--- src/hw/rtl/drts_pkg.sv ---
package drts_pkg;

    localparam int unsigned CfgIdxW = 2;
    localparam int unsigned CfgDataW = 32;

    localparam logic [1:0] CFG_MIN_CONF = 2'd0;
    localparam logic [1:0] CFG_LATE_TOL = 2'd1;
    localparam logic [1:0] CFG_AUDIO_AGE = 2'd2;
    localparam logic [1:0] CFG_IDLE_PERIOD = 2'd3;

    localparam logic [1:0] MODE_AUDIO = 2'd0;
    localparam logic [1:0] MODE_TARGET = 2'd1;
    localparam logic [1:0] MODE_TICK = 2'd2;
    localparam logic [1:0] MODE_RENDER = 2'd3;

    localparam logic [1:0] TRIG_NONE = 2'd0;
    localparam logic [1:0] TRIG_BEAT = 2'd1;
    localparam logic [1:0] TRIG_AUDIO = 2'd2;
    localparam logic [1:0] TRIG_IDLE = 2'd3;

    localparam int unsigned QueueDepthDef = 2;

    typedef struct packed {
        logic [1:0]  mode;
        logic [63:0] time_us;
        logic [63:0] event_time_us;
        logic [63:0] source_time_us;
        logic [31:0] render_cost;
        logic [31:0] output_cost;
        logic [31:0] epoch;
        logic [31:0] beat;
        logic [15:0] certainty;
        logic        certainty_finite;
    } t_in_item;

    typedef struct packed {
        logic [1:0]  trigger;
        logic [63:0] out_source_us;
        logic [63:0] out_event_us;
        logic [31:0] out_beat;
        logic [15:0] out_certainty;
        logic        accepted;
        logic [31:0] rejected_count;
        logic [31:0] missed_count;
        logic [31:0] reserve_count;
        logic [31:0] stale_audio_count;
        logic [31:0] idle_miss_count;
    } t_out_item;

    // Classified command from front to back
    typedef struct packed {
        t_in_item item;
        logic     invalid;
    } t_cmd;

endpackage

--- src/hw/rtl/drts_front.sv ---
module drts_front (
    input  logic               i_clk,
    input  logic               i_rst_n,
    input  logic               i_valid,
    output logic               o_ready,
    input  drts_pkg::t_in_item i_item,
    input  logic [15:0]        i_min_conf,
    output logic               o_valid,
    input  logic               i_ready,
    output drts_pkg::t_cmd     o_cmd
);
    import drts_pkg::*;

    t_cmd r_cmd, n_cmd;
    logic r_valid, n_valid;

    assign o_ready = !r_valid || i_ready;
    assign o_valid = r_valid;
    assign o_cmd = r_cmd;

    // Register item and mark invalid targets
    always_comb begin
        n_valid = r_valid;
        n_cmd = r_cmd;
        if (o_ready) begin
            n_valid = i_valid;
            n_cmd.item = i_item;
            n_cmd.invalid = !i_item.certainty_finite || (i_item.certainty < i_min_conf)
                || (i_item.event_time_us == 64'd0) || (i_item.output_cost == 32'd0);
        end
    end

    always_ff @(posedge i_clk) begin
        if (!i_rst_n) begin
            r_valid <= 1'b0;
        end else begin
            r_valid <= n_valid;
        end
        r_cmd <= n_cmd;
    end
endmodule

--- config.mk ---
export PLATFORM = sky130hd
export DESIGN_NAME = drts_front
export DESIGN_NICKNAME = d
export VERILOG_FILES = /design/src/hw/rtl/drts_pkg.sv /design/src/hw/rtl/drts_front.sv
export SDC_FILE = /design/constraint.sdc
export NUM_CORES = 1
export LEC_CHECK = 0
export ABC_CLOCK_PERIOD_IN_PS = 30900
export BUFFER_PORTS_ARGS = -buffer_cell sky130_fd_sc_hd__buf_2
export CELL_PAD_IN_SITES_DETAIL_PLACEMENT = 1
export CELL_PAD_IN_SITES_GLOBAL_PLACEMENT = 1
export CORE_AREA = 2 2 270 272
export CTS_CLUSTER_DIAMETER = 50
export CTS_CLUSTER_SIZE = 24
export DETAILED_ROUTE_END_ITERATION = 10
export DIE_AREA = 0 0 272 274
export PLACE_DENSITY = 0.44
export SETUP_SLACK_MARGIN = 0.5
export SYNTH_ARGS = -nofsm -noshare
export SYNTH_HDL_FRONTEND = slang
export SYNTH_SLANG_ARGS = --single-unit
--- constraint.sdc ---
create_clock -name i_clk -period 30.9 [get_ports i_clk]
set_clock_uncertainty 0.15 [all_clocks]
set_input_delay 3.09 -clock i_clk [delete_from_list [all_inputs] [get_ports i_clk]]
set_output_delay 3.09 -clock i_clk [all_outputs]
set_load 0.005 [all_outputs]
==> results.md <==
* Core Area at 72,000 um2
* Global route total overflow at 0
* FFs w/ async S/R, synth at 0%
* CP top delay family: simple AND/OR/NAND/NOR gates
* Register area share after synthesis at 94.4%
* Die Y at around 270 um
* Post-Syn Instances at between 400 and 500
* Status: complete, no violations
* Fill cells at between 7,000 and 8,000
* Fin worst setup slack at around 24 ns
* Crit path DAT at ~4 ns
* RSZ-0062 raised after global routing: false
* Pin count of the biggest net entering global routing at 85
* Max incr delay on CP at 0.63 ns
* Leakage power total at 7.33 nW
* Initial antenna violation count at 4
* Synth warn at 0
* Post-synth top cells: edfxtp_1 (340), nor4_1 (24), inv_1 (17)
* DRC errors left at 0
* Required time of the worst setup path at approximately 28 ns
* Worst-path fanout max at 59
* Power share of the clock group at roughly 46%
* Critical path buffers and inverters at 2
* Sw power at 263 uW
* Area delta synth->final at 58.1%
* Slowest cell on crit path: nand2b_4
* Hold slack at just under 1 ns
* Max_cap viols at 0
* GPL Wtd Cong at ~0.76
* Tcrit/Tclk final at about a quarter
* Hold Buf Count CTS at 0
* Synth top area share at a little over nine tenths
* DRT antenna net count at 0
* P_int at 908 uW
* # IOs at approximately 700
* Slew HR at 25.2%
* Combinational cell fraction of total power at ~6.8%
* Via count at 7,249
* CTS sink cnt at about 340
* Root buf cell: clkbuf_16
* Slew Viols, Final at 0
* Die footprint at between 70,000 and 80,000 um2
* HP Class: register to register
* CTS buffer count at 47
* Vias in the first global route at between 7,000 and 8,000
* Syn_nets at roughly 810
* Max Freq at ~140 MHz
* Post-CTS sizing at 0
* Share of cells above drive strength 1 at between 60% and 70%
* Placed cells at 2,094
* Setup_tns at 0 ns
* Final cell count without fillers at 2,182
* Die W at roughly 270 um
* Total GRT Usage at approximately a tenth
* Synth Register Bits at about 340
* Area leader, netlist: edfxtp_1
* Worst-margin pin slew at roughly 1.1 ns
* VDD IR-drop max at about 0.000042 V
* WL/cell at about 18 um
* Most common cell in the netlist: edfxtp_1
* Post-DP HPWL at 31,600 um
* Final net count at approximately 1,600
* Pwr/cell area at roughly 70 nW/um2
* IO buf count at 700
* Final worst path period need at 7.31 ns
* Pre-antenna DRT Iters at 4
* Pre-CTS setup slack at 23.56 ns
* Reg clk slew, reported paths at roughly 0.050 ns
* Top_reg_cell synth: edfxtp_1
* Max Buffers Root-to-Sink at 3
* First-pass GRT wire length at between 50,000 and 60,000 um
* Syn Area/Cell at 25.1 um2
* Hold Vio Cnt, Final at 0
* Vias per std cell at 3.32
* CTS tree: done
* Final setup viols at 0
* Post-CTS Setup Inserts at 0
* Sequential share of power at 47.3%
* Crit. End Element: output pin
* WL final at between 30,000 and 40,000 um
* Row count at just under 100
* 1st-iter DRT viols at around 360
* Crit path top cell by count: buf_2
* Synth Cell Area at roughly 11,000 um2
* Largest cells by area after synthesis: edfxtp_1 (94%), ha_1 (1.7%), nor4_1 (1.4%)
* Unique cell type count in the Yosys netlist at 21
* Startpoint types: input port
* Switching Share at between 20% and 30%
* Crit path cell chain: buf_2 > nand2b_4 > buf_2
* H-tree level count at 2
* Starting density of the core at 15.1%
* Worst skew pair latency at 0.56 ns
* EDFF count, synth at 340
* Crit Path Category: input port to output pin
==> power by group through the flow <==
stage | clock, mW | sequential [mW] | combinational [mW]
floorplan | 0 | 0.574 | 0.00952
global placement | 0 | 0.563 | 0.0818
detailed placement | 0 | 0.563 | 0.0825
CTS | 0.558 | 0.554 | 0.0826
global route | 0.574 | 0.557 | 0.0876
finish | 0.538 | 0.553 | 0.0796
==> flip-flops by register name, indices dropped and copies added (netlist names) <==
register  flops
o_valid       1
o_cmd       340
==> logic make-up (layout without fill, tap and decap cells) <==
family / count (synthesis) / after routing / share of synthesized area (%)
buffers and inverters: 17 / 808 / 0.589
other: 0 / 1 / 0
adders and majority gates: 15 / 15 / 1.73
DFF: 341 / 341 / 94.4
and+or+nand+nor: 42 / 42 / 2.38
AOI/OAI and AO/OA: 16 / 16 / 0.878
==> layout make-up <==
cell class,instances,area [um2],area share (%)
diodes,1,2.50,0.0146
clock buffers,58,1250,7.29
clock inverters,29,307,1.79
inverters,17,63.8,0.372
multi-input cells,73,548,3.20
flip-flops and latches,341,10200,59.7
well taps,959,1200,7.00
repair buffers,704,3530,20.6
==> through the flow <==
step	power (mW)	util, %	cell area (um2)
finish	1.17	23.8	17100
global route	1.22	23.8	17100
CTS	1.19	23.8	17100
detailed placement	0.646	21.6	15600
global placement	0.645	21.6	15600
floorplan	0.584	-	10800
==> worst paths after layout <==
kind	slack (ns)	to	from	cells after the start
setup / recovery	23.59	o_ready	i_ready	3
hold / removal	0.99	o_cmd[121]	o_valid	1
setup reg to reg	27.59	o_cmd[64]	o_valid	3
hold reg to reg	0.99	o_cmd[121]	o_valid	1
==> cell usage in the layout (no fill, tap or decap), types with 4 or more instances in the layout <==
| master | instances |
|---|---|
| clkbuf_1 | 9 |
| nand4_1 | 8 |
| clkinv_2 | 7 |
| buf_2 | 700 |
| inv_1 | 17 |
| clkinv_4 | 4 |
| a21oi_1 | 5 |
| nand2_1 | 4 |
| inv_6 | 5 |
| bufinv_16 | 4 |
| edfxtp_1 | 340 |
| ha_1 | 15 |
| nor4_1 | 24 |
| buf_4 | 4 |
| clkbuf_16 | 48 |
==> routing by layer <==
| layer | GRT usage (%) | wire length, um | vias to the layer above |
|---|---|---|---|
| met4 | 3.22 | 895 | 4 |
| met5 | 0 | 30 | - |
| met2 | 17.9 | 20700 | 373 |
| met1 | 10.4 | 14200 | 3527 |
| met3 | 4.14 | 3830 | 62 |
| li1 | - | - | 3283 |
Power figures use the tool's default switching activity.
