===== src/hw/rtl/drts_pkg.sv =====
package drts_pkg;

    localparam int unsigned CfgIdxW = 2;
    localparam int unsigned CfgDataW = 32;

    localparam logic [1:0] CFG_MIN_CONF = 2'd0;
    localparam logic [1:0] CFG_LATE_TOL = 2'd1;
    localparam logic [1:0] CFG_AUDIO_AGE = 2'd2;
    localparam logic [1:0] CFG_IDLE_PERIOD = 2'd3;

    localparam logic [1:0] MODE_AUDIO = 2'd0;
    localparam logic [1:0] MODE_TARGET = 2'd1;
    localparam logic [1:0] MODE_TICK = 2'd2;
    localparam logic [1:0] MODE_RENDER = 2'd3;

    localparam logic [1:0] TRIG_NONE = 2'd0;
    localparam logic [1:0] TRIG_BEAT = 2'd1;
    localparam logic [1:0] TRIG_AUDIO = 2'd2;
    localparam logic [1:0] TRIG_IDLE = 2'd3;

    localparam int unsigned QueueDepthDef = 2;

    typedef struct packed {
        logic [1:0]  mode;
        logic [63:0] time_us;
        logic [63:0] event_time_us;
        logic [63:0] source_time_us;
        logic [31:0] render_cost;
        logic [31:0] output_cost;
        logic [31:0] epoch;
        logic [31:0] beat;
        logic [15:0] certainty;
        logic        certainty_finite;
    } t_in_item;

    typedef struct packed {
        logic [1:0]  trigger;
        logic [63:0] out_source_us;
        logic [63:0] out_event_us;
        logic [31:0] out_beat;
        logic [15:0] out_certainty;
        logic        accepted;
        logic [31:0] rejected_count;
        logic [31:0] missed_count;
        logic [31:0] reserve_count;
        logic [31:0] stale_audio_count;
        logic [31:0] idle_miss_count;
    } t_out_item;

    // Classified command from front to back
    typedef struct packed {
        t_in_item item;
        logic     invalid;
    } t_cmd;

endpackage


===== src/hw/rtl/drts_div.sv =====
module drts_div (
    input  logic        i_clk,
    input  logic        i_rst_n,
    input  logic        i_start,
    input  logic [63:0] i_num,
    input  logic [31:0] i_den,
    output logic        o_done,
    output logic [63:0] o_quot
);
    // One quotient bit per cycle, restoring
    logic        r_busy, n_busy;
    logic [6:0]  r_cnt, n_cnt;
    logic [63:0] r_q, n_q;
    logic [32:0] r_rem, n_rem;
    logic [31:0] r_den, n_den;
    logic [32:0] shifted;
    logic        r_done, n_done;

    assign o_done = r_done;
    assign o_quot = r_q;
    assign shifted = {r_rem[31:0], r_q[63]};

    always_comb begin
        n_busy = r_busy;
        n_cnt = r_cnt;
        n_q = r_q;
        n_rem = r_rem;
        n_den = r_den;
        n_done = 1'b0;
        if (i_start) begin
            n_busy = 1'b1;
            n_cnt = 7'd64;
            n_q = i_num;
            n_rem = '0;
            n_den = i_den;
        end else if (r_busy) begin
            if (shifted >= {1'b0, r_den}) begin
                n_rem = shifted - {1'b0, r_den};
                n_q = {r_q[62:0], 1'b1};
            end else begin
                n_rem = shifted;
                n_q = {r_q[62:0], 1'b0};
            end
            n_cnt = r_cnt - 7'd1;
            if (r_cnt == 7'd1) begin
                n_busy = 1'b0;
                n_done = 1'b1;
            end
        end
    end

    always_ff @(posedge i_clk) begin
        if (!i_rst_n) begin
            r_busy <= 1'b0;
            r_done <= 1'b0;
        end else begin
            r_busy <= n_busy;
            r_done <= n_done;
        end
        r_cnt <= n_cnt;
        r_q <= n_q;
        r_rem <= n_rem;
        r_den <= n_den;
    end
endmodule


===== src/hw/rtl/drts_back.sv =====
module drts_back (
    input  logic                i_clk,
    input  logic                i_rst_n,
    input  logic                i_valid,
    output logic                o_ready,
    input  drts_pkg::t_cmd      i_cmd,
    input  logic [31:0]         i_late_tol,
    input  logic [31:0]         i_audio_age,
    input  logic [31:0]         i_idle_period,
    output logic                o_valid,
    input  logic                i_ready,
    output drts_pkg::t_out_item o_item
);
    import drts_pkg::*;

    typedef enum logic [3:0] {
        ST_IDLE = 4'b0001,
        ST_TICK = 4'b0010,
        ST_DIV  = 4'b0100,
        ST_OUT  = 4'b1000
    } t_state;

    t_state r_state, n_state;

    logic        r_aud_w, n_aud_w;
    logic [63:0] r_aud_t, n_aud_t;
    logic        r_tgt_w, n_tgt_w;
    logic [63:0] r_h_ev, n_h_ev, r_h_src, n_h_src;
    logic [31:0] r_h_rc, n_h_rc, r_h_oc, n_h_oc, r_h_ep, n_h_ep, r_h_bt, n_h_bt;
    logic [15:0] r_h_cert, n_h_cert;
    logic        r_f_v, n_f_v;
    logic [31:0] r_f_ep, n_f_ep, r_f_bt, n_f_bt;
    logic [63:0] r_next_idle, n_next_idle;
    logic [31:0] r_c_rej, n_c_rej, r_c_miss, n_c_miss, r_c_res, n_c_res;
    logic [31:0] r_c_stale, n_c_stale, r_c_idle, n_c_idle;
    logic [63:0] r_now, n_now;
    logic [63:0] r_start, n_start;
    t_out_item   r_out, n_out;
    logic        r_out_v, n_out_v;

    logic        div_start, div_done;
    logic [63:0] div_q;
    logic [64:0] lead;
    logic [31:0] room;
    t_in_item    it;

    assign it = i_cmd.item;
    assign lead = {33'd0, r_h_rc} + {33'd0, r_h_oc};
    assign room = ~r_c_idle;
    assign o_ready = (r_state == ST_IDLE) && !r_out_v;
    assign o_valid = r_out_v;
    assign o_item = r_out;

    drts_div u_div (
        .i_clk   (i_clk),
        .i_rst_n (i_rst_n),
        .i_start (div_start),
        .i_num   (r_now - r_next_idle),
        .i_den   ((i_idle_period == 32'd0) ? 32'd1 : i_idle_period),
        .o_done  (div_done),
        .o_quot  (div_q)
    );

    // Sequence each command and build its result
    always_comb begin
        n_state = r_state;
        n_aud_w = r_aud_w; n_aud_t = r_aud_t; n_tgt_w = r_tgt_w;
        n_h_ev = r_h_ev; n_h_src = r_h_src; n_h_rc = r_h_rc; n_h_oc = r_h_oc;
        n_h_ep = r_h_ep; n_h_bt = r_h_bt; n_h_cert = r_h_cert;
        n_f_v = r_f_v; n_f_ep = r_f_ep; n_f_bt = r_f_bt;
        n_next_idle = r_next_idle;
        n_c_rej = r_c_rej; n_c_miss = r_c_miss; n_c_res = r_c_res;
        n_c_stale = r_c_stale; n_c_idle = r_c_idle;
        n_now = r_now; n_start = r_start;
        n_out = r_out; n_out_v = r_out_v;
        div_start = 1'b0;
        if (r_out_v && i_ready) n_out_v = 1'b0;
        case (r_state)
            ST_IDLE: begin
                if (i_valid && o_ready) begin
                    n_out = '0;
                    case (it.mode)
                        MODE_AUDIO: begin
                            n_aud_t = it.time_us;
                            n_aud_w = 1'b1;
                        end
                        MODE_TARGET: begin
                            n_state = ST_OUT;
                            if (i_cmd.invalid) begin
                                if (r_c_rej != '1) n_c_rej = r_c_rej + 1'b1;
                            end else if (!(r_f_v && it.epoch == r_f_ep && it.beat <= r_f_bt)
                                && !(r_tgt_w && it.epoch == r_h_ep && it.beat < r_h_bt)) begin
                                n_h_ev = it.event_time_us; n_h_src = it.source_time_us;
                                n_h_rc = it.render_cost; n_h_oc = it.output_cost;
                                n_h_ep = it.epoch; n_h_bt = it.beat;
                                n_h_cert = it.certainty; n_tgt_w = 1'b1;
                                n_out.accepted = 1'b1;
                            end
                        end
                        MODE_TICK: begin
                            n_now = it.time_us;
                            n_start = ({1'b0, r_h_ev} > lead) ? 64'({1'b0, r_h_ev} - lead)
                                                               : 64'd0;
                            n_state = ST_TICK;
                        end
                        MODE_RENDER: begin
                            n_next_idle = it.time_us + {32'd0, i_idle_period};
                        end
                        default: ;
                    endcase
                end
            end
            ST_TICK: begin
                n_state = ST_OUT;
                if (r_tgt_w && r_now >= r_start
                    && (r_now - r_start) <= {32'd0, i_late_tol} && r_now <= r_h_ev) begin
                    n_tgt_w = 1'b0; n_f_v = 1'b1; n_f_ep = r_h_ep; n_f_bt = r_h_bt;
                    n_out.trigger = TRIG_BEAT; n_out.out_source_us = r_h_src;
                    n_out.out_event_us = r_h_ev; n_out.out_beat = r_h_bt;
                    n_out.out_certainty = r_h_cert;
                end else if (r_tgt_w && r_now < r_start
                    && lead >= {1'b0, r_start - r_now}) begin
                    if (r_c_res != '1) n_c_res = r_c_res + 1'b1;
                end else begin
                    if (r_tgt_w && r_now >= r_start) begin
                        n_tgt_w = 1'b0;
                        if (r_c_miss != '1) n_c_miss = r_c_miss + 1'b1;
                    end
                    if (r_aud_w && r_now >= r_aud_t
                        && (r_now - r_aud_t) <= {32'd0, i_audio_age}) begin
                        n_aud_w = 1'b0;
                        n_out.trigger = TRIG_AUDIO; n_out.out_source_us = r_aud_t;
                    end else begin
                        if (r_aud_w) begin
                            n_aud_w = 1'b0;
                            if (r_c_stale != '1) n_c_stale = r_c_stale + 1'b1;
                        end
                        if (r_next_idle == 64'd0) begin
                            n_out.trigger = TRIG_IDLE; n_out.out_source_us = r_now;
                        end else if (r_now >= r_next_idle) begin
                            n_out.trigger = TRIG_IDLE; n_out.out_source_us = r_now;
                            div_start = 1'b1;
                            n_state = ST_DIV;
                        end
                    end
                end
            end
            ST_DIV: begin
                if (div_done) begin
                    n_c_idle = r_c_idle + ((div_q < {32'd0, room}) ? div_q[31:0] : room);
                    n_state = ST_OUT;
                end
            end
            ST_OUT: begin
                if (!r_out_v) begin
                    n_out.rejected_count = r_c_rej; n_out.missed_count = r_c_miss;
                    n_out.reserve_count = r_c_res; n_out.stale_audio_count = r_c_stale;
                    n_out.idle_miss_count = r_c_idle;
                    n_out_v = 1'b1;
                    n_state = ST_IDLE;
                end
            end
            default: n_state = ST_IDLE;
        endcase
    end

    always_ff @(posedge i_clk) begin
        if (!i_rst_n) begin
            r_state <= ST_IDLE;
            r_aud_w <= 1'b0; r_aud_t <= '0; r_tgt_w <= 1'b0;
            r_h_ev <= '0; r_h_src <= '0; r_h_rc <= '0; r_h_oc <= '0;
            r_h_ep <= '0; r_h_bt <= '0; r_h_cert <= '0;
            r_f_v <= 1'b0; r_f_ep <= '0; r_f_bt <= '0;
            r_next_idle <= '0;
            r_c_rej <= '0; r_c_miss <= '0; r_c_res <= '0;
            r_c_stale <= '0; r_c_idle <= '0;
            r_out_v <= 1'b0;
        end else begin
            r_state <= n_state;
            r_aud_w <= n_aud_w; r_aud_t <= n_aud_t; r_tgt_w <= n_tgt_w;
            r_h_ev <= n_h_ev; r_h_src <= n_h_src; r_h_rc <= n_h_rc; r_h_oc <= n_h_oc;
            r_h_ep <= n_h_ep; r_h_bt <= n_h_bt; r_h_cert <= n_h_cert;
            r_f_v <= n_f_v; r_f_ep <= n_f_ep; r_f_bt <= n_f_bt;
            r_next_idle <= n_next_idle;
            r_c_rej <= n_c_rej; r_c_miss <= n_c_miss; r_c_res <= n_c_res;
            r_c_stale <= n_c_stale; r_c_idle <= n_c_idle;
            r_out_v <= n_out_v;
        end
        r_now <= n_now;
        r_start <= n_start;
        r_out <= n_out;
    end
endmodule


===== config.mk =====
export PLATFORM = sky130hd
export DESIGN_NAME = drts_back
export DESIGN_NICKNAME = d
export VERILOG_FILES = /design/src/hw/rtl/drts_pkg.sv /design/src/hw/rtl/drts_div.sv /design/src/hw/rtl/drts_back.sv
export SDC_FILE = /design/constraint.sdc
export NUM_CORES = 2
export LEC_CHECK = 0
export BUFFER_PORTS_ARGS = -buffer_cell sky130_fd_sc_hd__buf_2
export CAP_MARGIN = 20
export CORE_ASPECT_RATIO = 1.5
export CORE_UTILIZATION = 35
export CTS_CLUSTER_SIZE = 10
export DETAILED_ROUTE_END_ITERATION = 7
export SYNTH_ARGS = -nofsm -noshare
export SYNTH_HDL_FRONTEND = slang
export SYNTH_SLANG_ARGS = --single-unit

===== constraint.sdc =====
create_clock -name i_clk -period 25.2 [get_ports i_clk]
set_clock_uncertainty 0.15 [all_clocks]
set_input_delay 2.52 -clock i_clk [delete_from_list [all_inputs] [get_ports i_clk]]
set_output_delay 2.52 -clock i_clk [all_outputs]
set_load 0.05 [all_outputs]

==> qor.yml <==
synthesis:
  synth_seq_area_share_pct: 37.9
  fraction_of_registers_with_async_set_or_reset_after_synthesis_pct: 0
  synth_edf_count: 563
  yosys_register_bits: 1236
  synth_area_um2: 80100
  ys_warn_count: 0
  synth-main-ff-cell: "sky130_fd_sc_hd__dfxtp_1"
  post_synth.cell_area_avg_um2: 8.50
  post_synth_num_cell_types: 105
  netlist_instances: 9422
  postSynthNetCount: 10500
clocking:
  cts_clock_pin_slew_for_the_worst_setup_and_hold_paths_ps: 60
  clkSinkCount: 1236
  htreeDepth: 4
  clk_path_buf_depth: 4
  cts_tree: "yes"
  cts_resized: 0
  cts_made_buffers: 154
  holdBufCountCts: 0
  post_cts_buffers: 0
  clock_insertion_delay_worst_skew_ps: 840
  clock_tree.root_cell: "sky130_fd_sc_hd__clkbuf_16"
floorplanning:
  initial_utilization_pct: 35.3
  fp.dieArea_um2: 231000
  core-area_um2: 227000
  floorplan.rows: 214
  num_io_pins: 781
  chipWidth_um: 393
  dieHeight_um: 588
route:
  vias_per_cell: 5.58
  drt-pass1-iter-count: 8
  route.final.wire_length_um: 338000
  route.vias.total: 73600
  drt_antenna_net_count: 0
  drt_first_iter_violations: 5562
  drc: 0
  avgRoutedWirePerCell_um: 25.6
pwr:
  powerDensity_nw_per_um2: 71.3
  ir_worst_vdd_uv: 59.4
  power.static_leakage_nw: 35.7
sta:
  period_needed_ps: 10910
  final_setup_violation_count: 0
  slew_hr_pct: 16.8
  timing.final.hold_violations: 0
  timing.final.crit_share_pct: 43.3
  hold_ws_ps: 300
  post-route-worst-setup-slack_ps: 14290
  setup_tns_ps: 0
  worst_slew_pin_slew_ps: 1240
  achievable_freq_mhz: 91.7
  timing_max_transition_violations_final: 0
  rsz0062_at_grt: "false"
worst_setup_path:
  top_cell_by_count_worst_path: "sky130_fd_sc_hd__a21o_1"
  reg2regPathDepth: 32
  worst_setup_path_start_kind: "flip-flop"
  cp-end-kind: "flip-flop"
  crit_path_cell_count: 32
  crit_required_ps: 25430
  crit_fanout: 35
  crit_path_top_delay_cell: "sky130_fd_sc_hd__a21boi_4"
  critical_path.top_delay_family: "compound AO/OA/AOI/OAI gates"
  arrival_ps: 11140
  worst-setup-path-type: "reg -> reg"
  timing.critical_path.buf_inv: 2
  critical_path.max_stage_delay_ps: 970
outcome:
  result_of_the_run: "finished, final reports clean"
worst_hold_path:
  hold_path_class: "reg -> reg"
  min_path_cells: 2
place:
  hpwlAfterDp_um: 274000
  detailedPlace.worstSlack_ps: 14450
  post_dp_cell_area_um2: 86900
  gpl.final_weighted_congestion: 1.04
  quantity_of_i_o_buffers_inserted_on_ports: 779
global_routing:
  grt_antenna_before_repair: 94
  largest_net_degree_at_the_start_of_global_routing: 121
  global_route.usage.total_pct: 28.3
  grt_first_pass_wirelength_um: 480000
  overflow: 0
  first_global_vias: 71200
run:
  number_of_violations_of_the_max_capacitance_limit: 0
layout:
  finish.net_count: 11200
  areaGrowthSynthToFinish_pct: 14.4
  fraction_of_final_layout_cells_with_drive_strength_greater_than_1_pct: 12.2
  fin_area_um2: 91600
  most_frequent_cells_in_the_layout: "sky130_fd_sc_hd__nand2_1, sky130_fd_sc_hd__a21oi_1, sky130_fd_sc_hd__buf_2, sky130_fd_sc_hd__nor2_1, sky130_fd_sc_hd__ha_1"
  mostFrequentLayoutCell: "sky130_fd_sc_hd__nand2_1"
  final_core_util_pct: 40.3
[final timing paths]
path                                  start          end  slack (ps)
worst max-delay path              r_h_rc[1]  o_item[277]       14290
worst max register to register    r_h_rc[1]  o_item[277]       14290
worst min-delay path            r_h_src[18]  r_h_src[18]         300
worst min register to register  r_h_src[18]  r_h_src[18]         300
[power by group]
part           internal (W)  switching (W)
Clock               0.00118       0.000876
Combinational      0.000628        0.00143
Sequential          0.00231       0.000106
Total               0.00412        0.00241
[cells in the mapped netlist (194+ instances only)]
master / number / share of area (%)
sky130_fd_sc_hd__a21oi_1: 1127 / 7.0
sky130_fd_sc_hd__edfxtp_1: 563 / 21
sky130_fd_sc_hd__xnor2_1: 288 / 3.1
sky130_fd_sc_hd__ha_1: 676 / 11
sky130_fd_sc_hd__nand4_1: 194 / 1.5
sky130_fd_sc_hd__inv_1: 645 / 3.0
sky130_fd_sc_hd__and2_1: 210 / 1.6
sky130_fd_sc_hd__o21ai_0: 449 / 2.8
sky130_fd_sc_hd__nor2_1: 741 / 3.5
sky130_fd_sc_hd__a21o_1: 213 / 2.0
sky130_fd_sc_hd__nand2_1: 1211 / 5.7
sky130_fd_sc_hd__clkbuf_1: 365 / 1.7
sky130_fd_sc_hd__dfxtp_1: 673 / 17
[cells by family after synthesis]
logic type | count (synthesis) | synth area share, %
xor gates and xnor gates | 468 | 5.12
AOI/OAI and AO/OA | 2494 | 18.9
muxes | 184 | 2.63
buffers and inverters | 1101 | 5.38
and+or+nand+nor | 3254 | 19.3
DFF | 1236 | 37.9
adders and majority gates | 685 | 10.8
[state kept, by name, summed over array words and instances (netlist names), 64 cells and up]
signal	cells
o_item	339
r_aud_t	64
r_h_ev	64
r_h_src	64
r_next_idle	64
r_now	64
r_start	64
u_div.o_quot	64
[per-stage QoR]
stage	cells	total power (W)
floorplan	9422	0.00385
global placement	12900	0.00447
detailed placement	12900	0.00449
CTS	13200	0.00656
global route	13200	0.00681
finish	13200	0.00653
[worst register-to-register path, delay by kind of cell, from the launching register on]
| family | cells | cell delay, ps |
|---|---|---|
| flip-flops | 1 | 330 |
| AO/OA/AOI/OAI | 23 | 7780 |
| AND/OR/NAND/NOR | 4 | 400 |
| adder cells (fa/ha/maj) | 2 | 640 |
| XOR/XNOR | 1 | 230 |
| buffers and inverters | 2 | 850 |
[per-layer routing]
layer	vias to the layer above	wire, um	part of all wire, %	GRT usage [%]
li1	34700	-	-	-
met1	35200	129000	38	32.9
met2	2861	159000	47	47.6
met3	747	26100	7.7	5.54
met4	56	23100	6.8	16.9
met5	-	377	0.11	0
[layout make-up]
| type | count | area, um^2 |
|---|---|---|
| Inverter | 647 | 2440 |
| Clock inverter | 11 | 119 |
| Clock buffer | 248 | 4330 |
| Timing Repair Buffer | 906 | 4930 |
| Multi-Input combinational cell | 7085 | 45500 |
| Tap cell | 3024 | 3780 |
| Fill cell | 23200 | 135000 |
| Antenna cell | 44 | 110 |
| Sequential cell | 1236 | 30400 |
(Power assumes the default switching activity.)
