[config.mk]
export PLATFORM = sky130hd
export DESIGN_NAME = drts_queue
export DESIGN_NICKNAME = d
export VERILOG_FILES = /design/src/hw/rtl/drts_pkg.sv /design/src/hw/rtl/drts_queue.sv
export SDC_FILE = /design/constraint.sdc
export NUM_CORES = 1
export LEC_CHECK = 0
export BUFFER_PORTS_ARGS = -buffer_cell sky130_fd_sc_hd__buf_2
export CAP_MARGIN = 20
export CORE_AREA = 2 2 265 267
export DETAILED_ROUTE_END_ITERATION = 16
export DIE_AREA = 0 0 267 269
export PLACE_DENSITY = 0.57
export SYNTH_ARGS = -nofsm -noshare
export SYNTH_HDL_FRONTEND = slang
export SYNTH_SLANG_ARGS = --single-unit
[constraint.sdc]
create_clock -name i_clk -period 15.7 [get_ports i_clk]
set_input_delay 0 -clock i_clk [delete_from_list [all_inputs] [get_ports i_clk]]
set_output_delay 0 -clock i_clk [all_outputs]
set_load 0.1 [all_outputs]
[src/hw/rtl/drts_pkg.sv]
package drts_pkg;

    localparam int unsigned CfgIdxW = 2;
    localparam int unsigned CfgDataW = 32;

    localparam logic [1:0] CFG_MIN_CONF = 2'd0;
    localparam logic [1:0] CFG_LATE_TOL = 2'd1;
    localparam logic [1:0] CFG_AUDIO_AGE = 2'd2;
    localparam logic [1:0] CFG_IDLE_PERIOD = 2'd3;

    localparam logic [1:0] MODE_AUDIO = 2'd0;
    localparam logic [1:0] MODE_TARGET = 2'd1;
    localparam logic [1:0] MODE_TICK = 2'd2;
    localparam logic [1:0] MODE_RENDER = 2'd3;

    localparam logic [1:0] TRIG_NONE = 2'd0;
    localparam logic [1:0] TRIG_BEAT = 2'd1;
    localparam logic [1:0] TRIG_AUDIO = 2'd2;
    localparam logic [1:0] TRIG_IDLE = 2'd3;

    localparam int unsigned QueueDepthDef = 2;

    typedef struct packed {
        logic [1:0]  mode;
        logic [63:0] time_us;
        logic [63:0] event_time_us;
        logic [63:0] source_time_us;
        logic [31:0] render_cost;
        logic [31:0] output_cost;
        logic [31:0] epoch;
        logic [31:0] beat;
        logic [15:0] certainty;
        logic        certainty_finite;
    } t_in_item;

    typedef struct packed {
        logic [1:0]  trigger;
        logic [63:0] out_source_us;
        logic [63:0] out_event_us;
        logic [31:0] out_beat;
        logic [15:0] out_certainty;
        logic        accepted;
        logic [31:0] rejected_count;
        logic [31:0] missed_count;
        logic [31:0] reserve_count;
        logic [31:0] stale_audio_count;
        logic [31:0] idle_miss_count;
    } t_out_item;

    // Classified command from front to back
    typedef struct packed {
        t_in_item item;
        logic     invalid;
    } t_cmd;

endpackage

[src/hw/rtl/drts_queue.sv]
module drts_queue #(
    parameter int unsigned Depth = drts_pkg::QueueDepthDef
) (
    input  logic           i_clk,
    input  logic           i_rst_n,
    input  logic           i_valid,
    output logic           o_ready,
    input  drts_pkg::t_cmd i_cmd,
    output logic           o_valid,
    input  logic           i_ready,
    output drts_pkg::t_cmd o_cmd
);
    import drts_pkg::*;

    localparam int unsigned PtrW = (Depth > 1) ? $clog2(Depth) : 1;

    t_cmd r_mem [Depth];
    logic [PtrW-1:0] r_wr, n_wr, r_rd, n_rd;
    logic [PtrW:0] r_cnt, n_cnt;
    logic push, pop;

    assign o_ready = (r_cnt != Depth[PtrW:0]);
    assign o_valid = (r_cnt != '0);
    assign o_cmd = r_mem[r_rd];
    assign push = i_valid && o_ready;
    assign pop = o_valid && i_ready;

    // Advance pointers with wrap
    always_comb begin
        n_wr = r_wr;
        n_rd = r_rd;
        if (push) n_wr = (r_wr == PtrW'(Depth - 1)) ? '0 : r_wr + 1'b1;
        if (pop) n_rd = (r_rd == PtrW'(Depth - 1)) ? '0 : r_rd + 1'b1;
        n_cnt = r_cnt + {{PtrW{1'b0}}, push} - {{PtrW{1'b0}}, pop};
    end

    always_ff @(posedge i_clk) begin
        if (!i_rst_n) begin
            r_wr <= '0;
            r_rd <= '0;
            r_cnt <= '0;
        end else begin
            r_wr <= n_wr;
            r_rd <= n_rd;
            r_cnt <= n_cnt;
        end
        if (push) r_mem[r_wr] <= i_cmd;
    end
endmodule

==> qor.yml, run 1 <==
worstPathArrival_ps: 5120
cp-start-kind: "flop"
met1_length_mm: 23.3
gp_congestion: 0.805
final_cells: 3159
start_util_pct: 38.0
die_w_um: 267
holdWs_ps: 122
area_growth_pct: 37.2
syn_area_um2: 26300
n_fill_cell: 5606
yosysWarnings: 0
cts_buffer_depth: 3
pre_cts_ws_ps: 11150
internal_power_uw: 3810
cts_tree: "built"
antenna_found_initial: 4
tns_ps: 0
post_synth_num_cell_types: 25
ant_nets: 0
drc: 0
nNetsFinal: 2511
grt_pass1_wl_mm: 89.0
synth_simple_gate_area_share_pct: 0.280
setup_ws_ps: 10580
drt-vias-per-instance: 4.48
drtIter0Drc: 839
synth_async_sr_flop_share_pct: 0
fin_total_pwr_uw: 6670
irDropWorstVdd_uv: 164
numCtsBuffers: 75
root_buffer: "clkbuf_16"
grt.overflow.total: 0
wl_met2_mm: 33.4
dpl.cell_count: 2685
synth_xor_area_share_pct: 0.0333
synth_edf_count: 680
worstSetupPathType: "reg -> out"
final_layout_size_suffix_gt1_share_pct: 51.5
synth_fa_ha_area_share_pct: 0.0475
ys_seq_area_share_pct: 77.9
p_per_area_nw_per_um2: 185
cp.required_ps: 15700
wl_per_cell_um: 19.9
core-area_um2: 69300
rsz0062_at_grt: "false"
cts_resized: 0
tightest_slew_ps: 1180
p_comb_share_pct: 40.8
synth_top_family_by_area: "multiplexers"
clk_pin_slew_ps: 60
maxSlewHeadroom_pct: 21.6
most-common-layout-cells: "685 x buf_2, 680 x edfxtp_1, 344 x dlygate4sd3_1, 300 x mux2_4, 76 x clkbuf_16"
power_frac_seq_pct: 34.4
final_max_slew_viol_count: 0
p_sw_share_pct: 42.9
setup_violations: 0
grtUsageTotal_pct: 16.5
p_switching_uw: 2860
cts_hold_buf: 344
clock_skew_ps: 22.7
ys_ff_latch: 685
critPathMaxFanout: 61
outcome: "complete, no violations"
leakage_uw: 0.0141
io_pins: 686
grt_max_degree: 131
clock_sinks: 685
dp_hpwl_mm: 42.3
cap_violations: 0
worstHoldPathType: "in -> reg"
syn_nets: 1432
p_clk_share_pct: 24.8
firstDrtPassIters: 4
top_layer_used: "met5"
avgSynthCellArea_um2: 24.2
grt_pass1_vias: 15293
final_common_cell: "buf_2"
insertion_delay_ps: 590
fin_crit_ps: 5120
critical_path.endpoint_type: "output pin"
hold_viol_final: 0
drt_wl_total_mm: 62.7
cts.htree.levels: 3
port_buffers: 685
routed-via-count: 14156
finalCritPeriodShare_pct: 32.6
synth_compound_area_share_pct: 0.204
syn_inst: 1087
die_height_um: 269
post_cts_buffers: 0
maxClockFrequency_mhz: 195
synthMuxAreaShare_pct: 18.9
die_area_um2: 71800
dr_wl_met3_mm: 3.97
synthFlopType: "edfxtp_1"
rows: 97
## stage by stage
step / utilization (%) / cell area (µm²)
6_report: 52.1 / 36100
5_1_grt: 52.1 / 36100
4_1_cts: 52.1 / 36100
3_5_place_dp: 43.8 / 30400
3_3_place_gp: 43.8 / 30400
2_1_floorplan: - / 26300
## worst paths after layout
| path | start | end | slack (ps) | cells after the start |
|---|---|---|---|---|
| max | flop | o_cmd[205] | 10580 | 5 |
| min | i_cmd[0] | r_mem[1][0] | 120 | 2 |
| max reg2reg | r_cnt[0] | r_mem[0][211] | 11790 | 5 |
| min reg2reg | r_rd | r_rd | 590 | 2 |
## Yosys cell counts (all sizes together), types with 2 or more instances
cell type  instances  share of area, %
edfxtp           680                78
mux2             340                19
buf               38               2.6
dfxtp              5              0.38
and2               3             0.071
a21bo              2             0.076
nand2b             2             0.048
nor2               2             0.029
o21ai              2             0.038
## cell type report
class	count	area [µm²]	area share (%)
multi-input cells	363	5120	14.2
clock buffers	96	2040	5.64
clock inverters	32	280	0.776
diodes	2	5.00	0.0139
flip-flops and latches	685	20500	56.8
repair buffers	1040	6970	19.3
inverters	1	11.3	0.0312
well taps	940	1180	3.26
## cell families (layout without fill, tap and decap cells)
family	after synthesis	count (layout)
buffers and inverters	39	1169
adders and majority gates	1	1
AOI/OAI and AO/OA	7	7
muxes	341	341
xor gates and xnor gates	1	1
other	0	2
and+or+nand+nor	13	13
DFF	685	685
## metal layers
layer,vias to the layer above,global-route usage [%]
met5,-,0
met4,4,7.05
met2,444,29.8
li1,6523,-
met1,7076,18.2
met3,109,4.46
## registers in the layout, indices dropped and copies added (netlist names), named ones only
signal and flops:
r_cnt 2, r_mem 680, r_rd 1, r_wr 1
## power by group through the flow
| stage | combinational [µW] | clock (µW) | sequential, µW |
|---|---|---|---|
| CTS | 2740 | 1700 | 2300 |
| floorplan | 2410 | 0 | 2360 |
| detailed placement | 2660 | 0 | 2330 |
| global route | 2790 | 1770 | 2310 |
| finish | 2720 | 1650 | 2300 |
| global placement | 2650 | 0 | 2330 |
## critical path, stage by stage, from the launching register on
cell and delay [ps]:
dfxtp_4 1020, buf_4 920, buf_4 830, buf_4 870, mux2_4 300, buf_2 420
(Power assumes the default switching activity.)
==> inputs of run 2 (changes only) <==
Settings changed: ABC_AREA set to 1, CORE_AREA 2 2 265 267 to 2 2 269 271, DIE_AREA 0 0 267 269 to 0 0 271 273, PLACE_DENSITY 0.57 to 0.55.
Clock period 15.7 ns to 4.93 ns, I/O delays scaled along.
==> run 2 against run 1 <==
- worst setup slack worse by 8600 ps
- final cell count grew 1.2%
- combinational power rose to 3.8 times the previous value
- global-route usage is 0.14 points lower
- critical endpoint is now o_cmd[299]
- largest cell class unchanged
- highest routed layer unchanged
==> qor.yml, run 2 <==
outcome: "complete, no violations"
yosysWarnings: 0
regMostFlops: "r_mem"
ant_nets: 0
synth_top_area_share_pct: 77.6
die_height_um: 273
avgSynthCellArea_um2: 24.0
nNetsFinal: 2531
n_fill_cell: 5848
start_util_pct: 37.0
maxSlewHeadroom_pct: 35.6
final_max_slew_viol_count: 0
r2r_slack_ps: 2620
die_area_um2: 74000
fin_crit_ps: 2950
core-area_um2: 71000
critical_path.endpoint_type: "output pin"
largest_reg_flops: 680
grt_max_degree: 97
min_from: "i_cmd[97]"
p_switching_uw: 10600
gp_congestion: 0.837
hold_end: "r_mem[1][97]"
r2r_end: "r_mem[0][55]"
antenna_found_initial: 6
critPathMaxFanout: 75
cts_hold_buf: 344
grt.overflow.total: 0
reg_top3: "r_mem (680), r_cnt (2)"
port_buffers: 685
ys_ff_latch: 685
final_layout_size_suffix_gt1_share_pct: 51.8
final_cells: 3197
syn_area_um2: 26300
syn_nets: 1439
syn_inst: 1094
clock_sinks: 685
leakage_uw: 0.0142
reg2reg_from: "r_cnt[0]"
setup_violations: 0
worstSetupPathType: "reg -> out"
drt_wl_total_mm: 63.3
cts.htree.levels: 3
die_w_um: 271
internal_power_uw: 12700
tightest_slew_ps: 965
synth_edf_count: 680
synth_common_cells: "680 x edfxtp_1, 300 x mux2_4, 40 x mux2_2, 33 x buf_12, 11 x nand2_1"
post_cts_buffers: 0
dpl.cell_count: 2715
insertion_delay_ps: 600
clk_pin_slew_ps: 60
root_buffer: "clkbuf_16"
synth_async_sr_flop_share_pct: 0
cts_buffer_depth: 3
p_comb_share_pct: 44.5
worstHoldPathType: "in -> reg"
cp.required_ps: 4930
cp-start-kind: "flop"
ff2ff_path_depth: 5
most-common-layout-cells: "685 x buf_2, 680 x edfxtp_1, 344 x dlygate4sd3_1, 300 x mux2_4, 77 x clkbuf_16"
grt_pass1_wl_mm: 91.6
grtUsageTotal_pct: 16.3
io_pins: 686
worstPathArrival_ps: 2950
cap_violations: 0
irDropWorstVdd_uv: 377
drtIter0Drc: 687
synth.area.top_cells: "edfxtp_1 78%, mux2_4 17%, buf_12 2.5%"
post_synth_num_cell_types: 14
worst_hold_path.num_cells: 2
pre_cts_ws_ps: 2570
finalCritPeriodShare_pct: 59.8
p_sw_share_pct: 45.5
drc: 0
cts_tree: "built"
grt_pass1_vias: 15316
final_common_cell: "buf_2"
clock_skew_ps: 21.3
power_frac_seq_pct: 32.8
dp_hpwl_mm: 43.6
yosysMostFrequentCell: "edfxtp_1"
hold_viol_final: 0
rows: 98
routed-via-count: 14259
cts_resized: 0
rsz0062_at_grt: "false"
ys_seq_area_share_pct: 78.0
numCtsBuffers: 75
wl_per_cell_um: 19.8
firstDrtPassIters: 4
maxClockFrequency_mhz: 339
drt-vias-per-instance: 4.46
p_clk_share_pct: 22.7
p_per_area_nw_per_um2: 642
yosysTopAreaCell: "edfxtp_1"
area_growth_pct: 38.2
setup_ws_ps: 1980
synthFlopType: "edfxtp_1"
==> run 2: changes by cell type after synthesis, moves of 2 or more <==
cell | before | now
o21ai_0 | 2 | 0
nor2_1 | 2 | 9
nand2_1 | 1 | 11
and2_1 | 3 | 0
nand2b_1 | 2 | 0
a21bo_2 | 2 | 0
inv_1 | 1 | 7
==> run 2: logic make-up (layout without fill, tap and decap cells) <==
kind of cell,after synthesis,after routing,share of synthesized area (%)
AOI/OAI and AO/OA,1,1,0.0190
DFF,685,685,78.0
and+or+nand+nor,21,21,0.304
adders and majority gates,1,1,0.0476
xor gates and xnor gates,1,1,0.0333
other,0,4,0
muxes,340,340,18.8
buffers and inverters,45,1194,2.73
==> run 2: worst max path at each step <==
stage / from / end / slack, ps
2_1_floorplan: r_cnt[0] / r_mem[1][0] / -1200
3_3_place_gp: r_cnt[0] / r_mem[0][58] / 2580
3_5_place_dp: flop / o_cmd[262] / 2570
4_1_cts: flop / o_cmd[306] / 1910
5_1_grt: flop / o_cmd[315] / 1850
6_report: flop / o_cmd[299] / 1980
==> run 2: critical path, stage by stage, from the launching register on <==
cell     delay (ps)
dfxtp_4         960
buf_12          550
mux2_4          260
buf_2           430
==> run 2: area by class of cell <==
class	instances	area (µm²)	area share (%)
clock buffer	92	1980	5.46
tap	950	1190	3.27
timing repair buffer	1053	7150	19.7
multi-input combinational	364	5110	14.1
sequential	685	20500	56.5
clock inverter	42	354	0.974
inverter	7	26.3	0.0723
antenna	4	10.0	0.0275
==> run 2: per-layer routing <==
layer	vias up	track usage [%]	wire length, µm
met2	421	30.0	34200
met1	7154	18.0	23400
met3	117	3.86	3520
met4	4	7.01	2120
met5	-	0	27
li1	6563	-	-
==> run 2: power groups by stage <==
stage	logic [µW]	clock network (µW)	registers [µW]
floorplan	9040	0	7800
global placement	10200	0	7740
detailed placement	10200	0	7780
CTS	10500	5450	7660
global route	10700	5690	7720
finish	10400	5300	7650
==> run 2: per-stage QoR <==
| stage | TNS (ps) | utilization, % | hold WS, ps | area (µm²) | total power (µW) |
|---|---|---|---|---|---|
| final | 0 | 51.2 | 122 | 36300 | 23300 |
| after global routing | 0 | 51.2 | 89.9 | 36300 | 24100 |
| after CTS | 0 | 51.2 | 73.0 | 36300 | 23600 |
| after detailed placement | 0 | 43.0 | 191 | 30600 | 18000 |
| after global placement | 0 | 43.0 | 188 | 30600 | 17900 |
| after floorplan | -806440 | - | 93.4 | 26300 | 16800 |
==> inputs of run 3 (changes only) <==
Settings changed: CORE_AREA 2 2 269 271 to 2 2 267 269, DIE_AREA 0 0 271 273 to 0 0 269 271, PLACE_DENSITY 0.55 to 0.58.
Clock period 4.93 ns to 2.5 ns, I/O delays scaled along.
==> run 3 against run 2 <==
- die area is 1.5% lower
- global-route usage rose by 0.88 points
- clock-buffer cell count down 7
- critical path type unchanged
==> qor.yml, run 3 (synthesis results as in run 2) <==
final_layout_size_suffix_gt1_share_pct: 52.1
grt.overflow.total: 0
die_w_um: 269
regMostFlops: "r_mem"
cp.required_ps: 2500
largest_reg_flops: 680
fin_util_pct: 55.0
maxClockFrequency_mhz: 431
worstPathArrival_ps: 2320
grt_max_degree: 84
setup_violations: 0
most-common-layout-cells: "680 x edfxtp_1, 567 x buf_2, 344 x dlygate4sd3_1, 300 x mux2_4, 132 x buf_12"
cts_tree: "built"
worstSetupPathType: "reg -> out"
cap_violations: 0
clk_pin_slew_ps: 60
reg2reg_from: "r_cnt[1]"
irDropWorstVdd_uv: 912
dp_hpwl_mm: 45.7
start_util_pct: 37.7
routed-via-count: 14395
firstDrtPassIters: 6
critPathMaxFanout: 83
leakage_uw: 0.0150
die_height_um: 271
tightest_slew_ps: 710
grt_pass1_vias: 15689
drt_wl_total_mm: 64.9
grtUsageTotal_pct: 17.2
core-area_um2: 69800
drtIter0Drc: 854
tns_ps: 0
port_buffers: 685
final_max_slew_viol_count: 0
rows: 97
worstHoldPathType: "in -> reg"
reg_top3: "r_mem (680), r_cnt (2)"
wl_per_cell_um: 20.2
io_pins: 686
antenna_found_initial: 4
dr_wl_met3_mm: 3.73
setup_ws_ps: 180
maxSlewHeadroom_pct: 52.7
hold_viol_final: 0
rsz0062_at_grt: "false"
multi_input_area_um2: 5110
nNetsFinal: 2552
grt_pass1_wl_mm: 93.8
n_fill_cell: 5368
post_cts_buffers: 0
outcome: "complete, no violations"
cp-start-kind: "flop"
p_per_area_nw_per_um2: 1260
regArea_um2: 20500
cts_buffer_depth: 3
die_area_um2: 72900
min_from: "i_cmd[27]"
insertion_delay_ps: 600
place_area_um2: 32600
pre_cts_ws_ps: 720
numCtsBuffers: 73
critical_path.endpoint_type: "output pin"
fin_crit_ps: 2320
root_buffer: "clkbuf_16"
finalCritPeriodShare_pct: 92.8
gp_congestion: 0.795
final_common_cell: "edfxtp_1"
clock_skew_ps: 15.0
drt-vias-per-instance: 4.49
area_growth_pct: 46.0
met1_length_mm: 23.3
drc: 0
top_layer_used: "met5"
stdcell_area_um2: 38400
holdWs_ps: 124
clock_sinks: 685
wl_met2_mm: 35.1
cts.htree.levels: 3
ant_nets: 0
run 3: cell count changes in the layout (fill, tap and decap cells not counted), sizes merged, moves of 2 or more:
cell,change
clkbuf,-7
inv,-2
clkinvlp,-2
bufinv,+3
buf,+23
clkinv,+5
run 3: per-stage QoR:
step           power, µW  cells
6_report           48500   3206
5_1_grt            50000   3206
4_1_cts            49000   3203
3_5_place_dp       37900   2728
3_3_place_gp       37700   2728
2_1_floorplan      33200   1094
run 3: repair_timing:
action,4_1_cts,5_1_grt
gates resized for setup,0,0
hold endpoints to repair,688,0
hold buffers,344,0
run 3: layout make-up:
cell class / instances / share of cell area [%]
antenna: 3 / 0.0196
clock buffer: 85 / 5.04
clock inverter: 46 / 1.13
inverter: 7 / 0.0685
multi-input combinational: 364 / 13.3
sequential: 685 / 53.5
tap: 940 / 3.06
timing repair buffer: 1076 / 23.9
run 3: worst max-delay path, cell delays in order (launching register included):
cell	delay, ps
dfxtp_4	420
buf_12	470
mux2_4	290
buf_2	420
run 3: path summary, 6_finish.rpt:
check	end	slack (ps)	cells past startpoint
worst max register to register	r_cnt[0]	470	7
worst max-delay path	o_cmd[161]	180	3
worst min register to register	r_rd	510	2
worst min-delay path	r_mem[1][27]	120	2
run 3: power breakdown:
part | leakage, µW | internal, µW | switching [µW]
logic | 0.00746 | 6440 | 16600
clock network | 0.00116 | 6280 | 4290
registers | 0.00640 | 14600 | 426
total | 0.0150 | 27300 | 21300
run 3: routing by layer:
metal  vias to the layer above  GRT usage, %
met2                       459          31.8
met3                       148          3.80
met5                         -             0
li1                       6604             -
met4                         2          8.23
met1                      7182          18.3
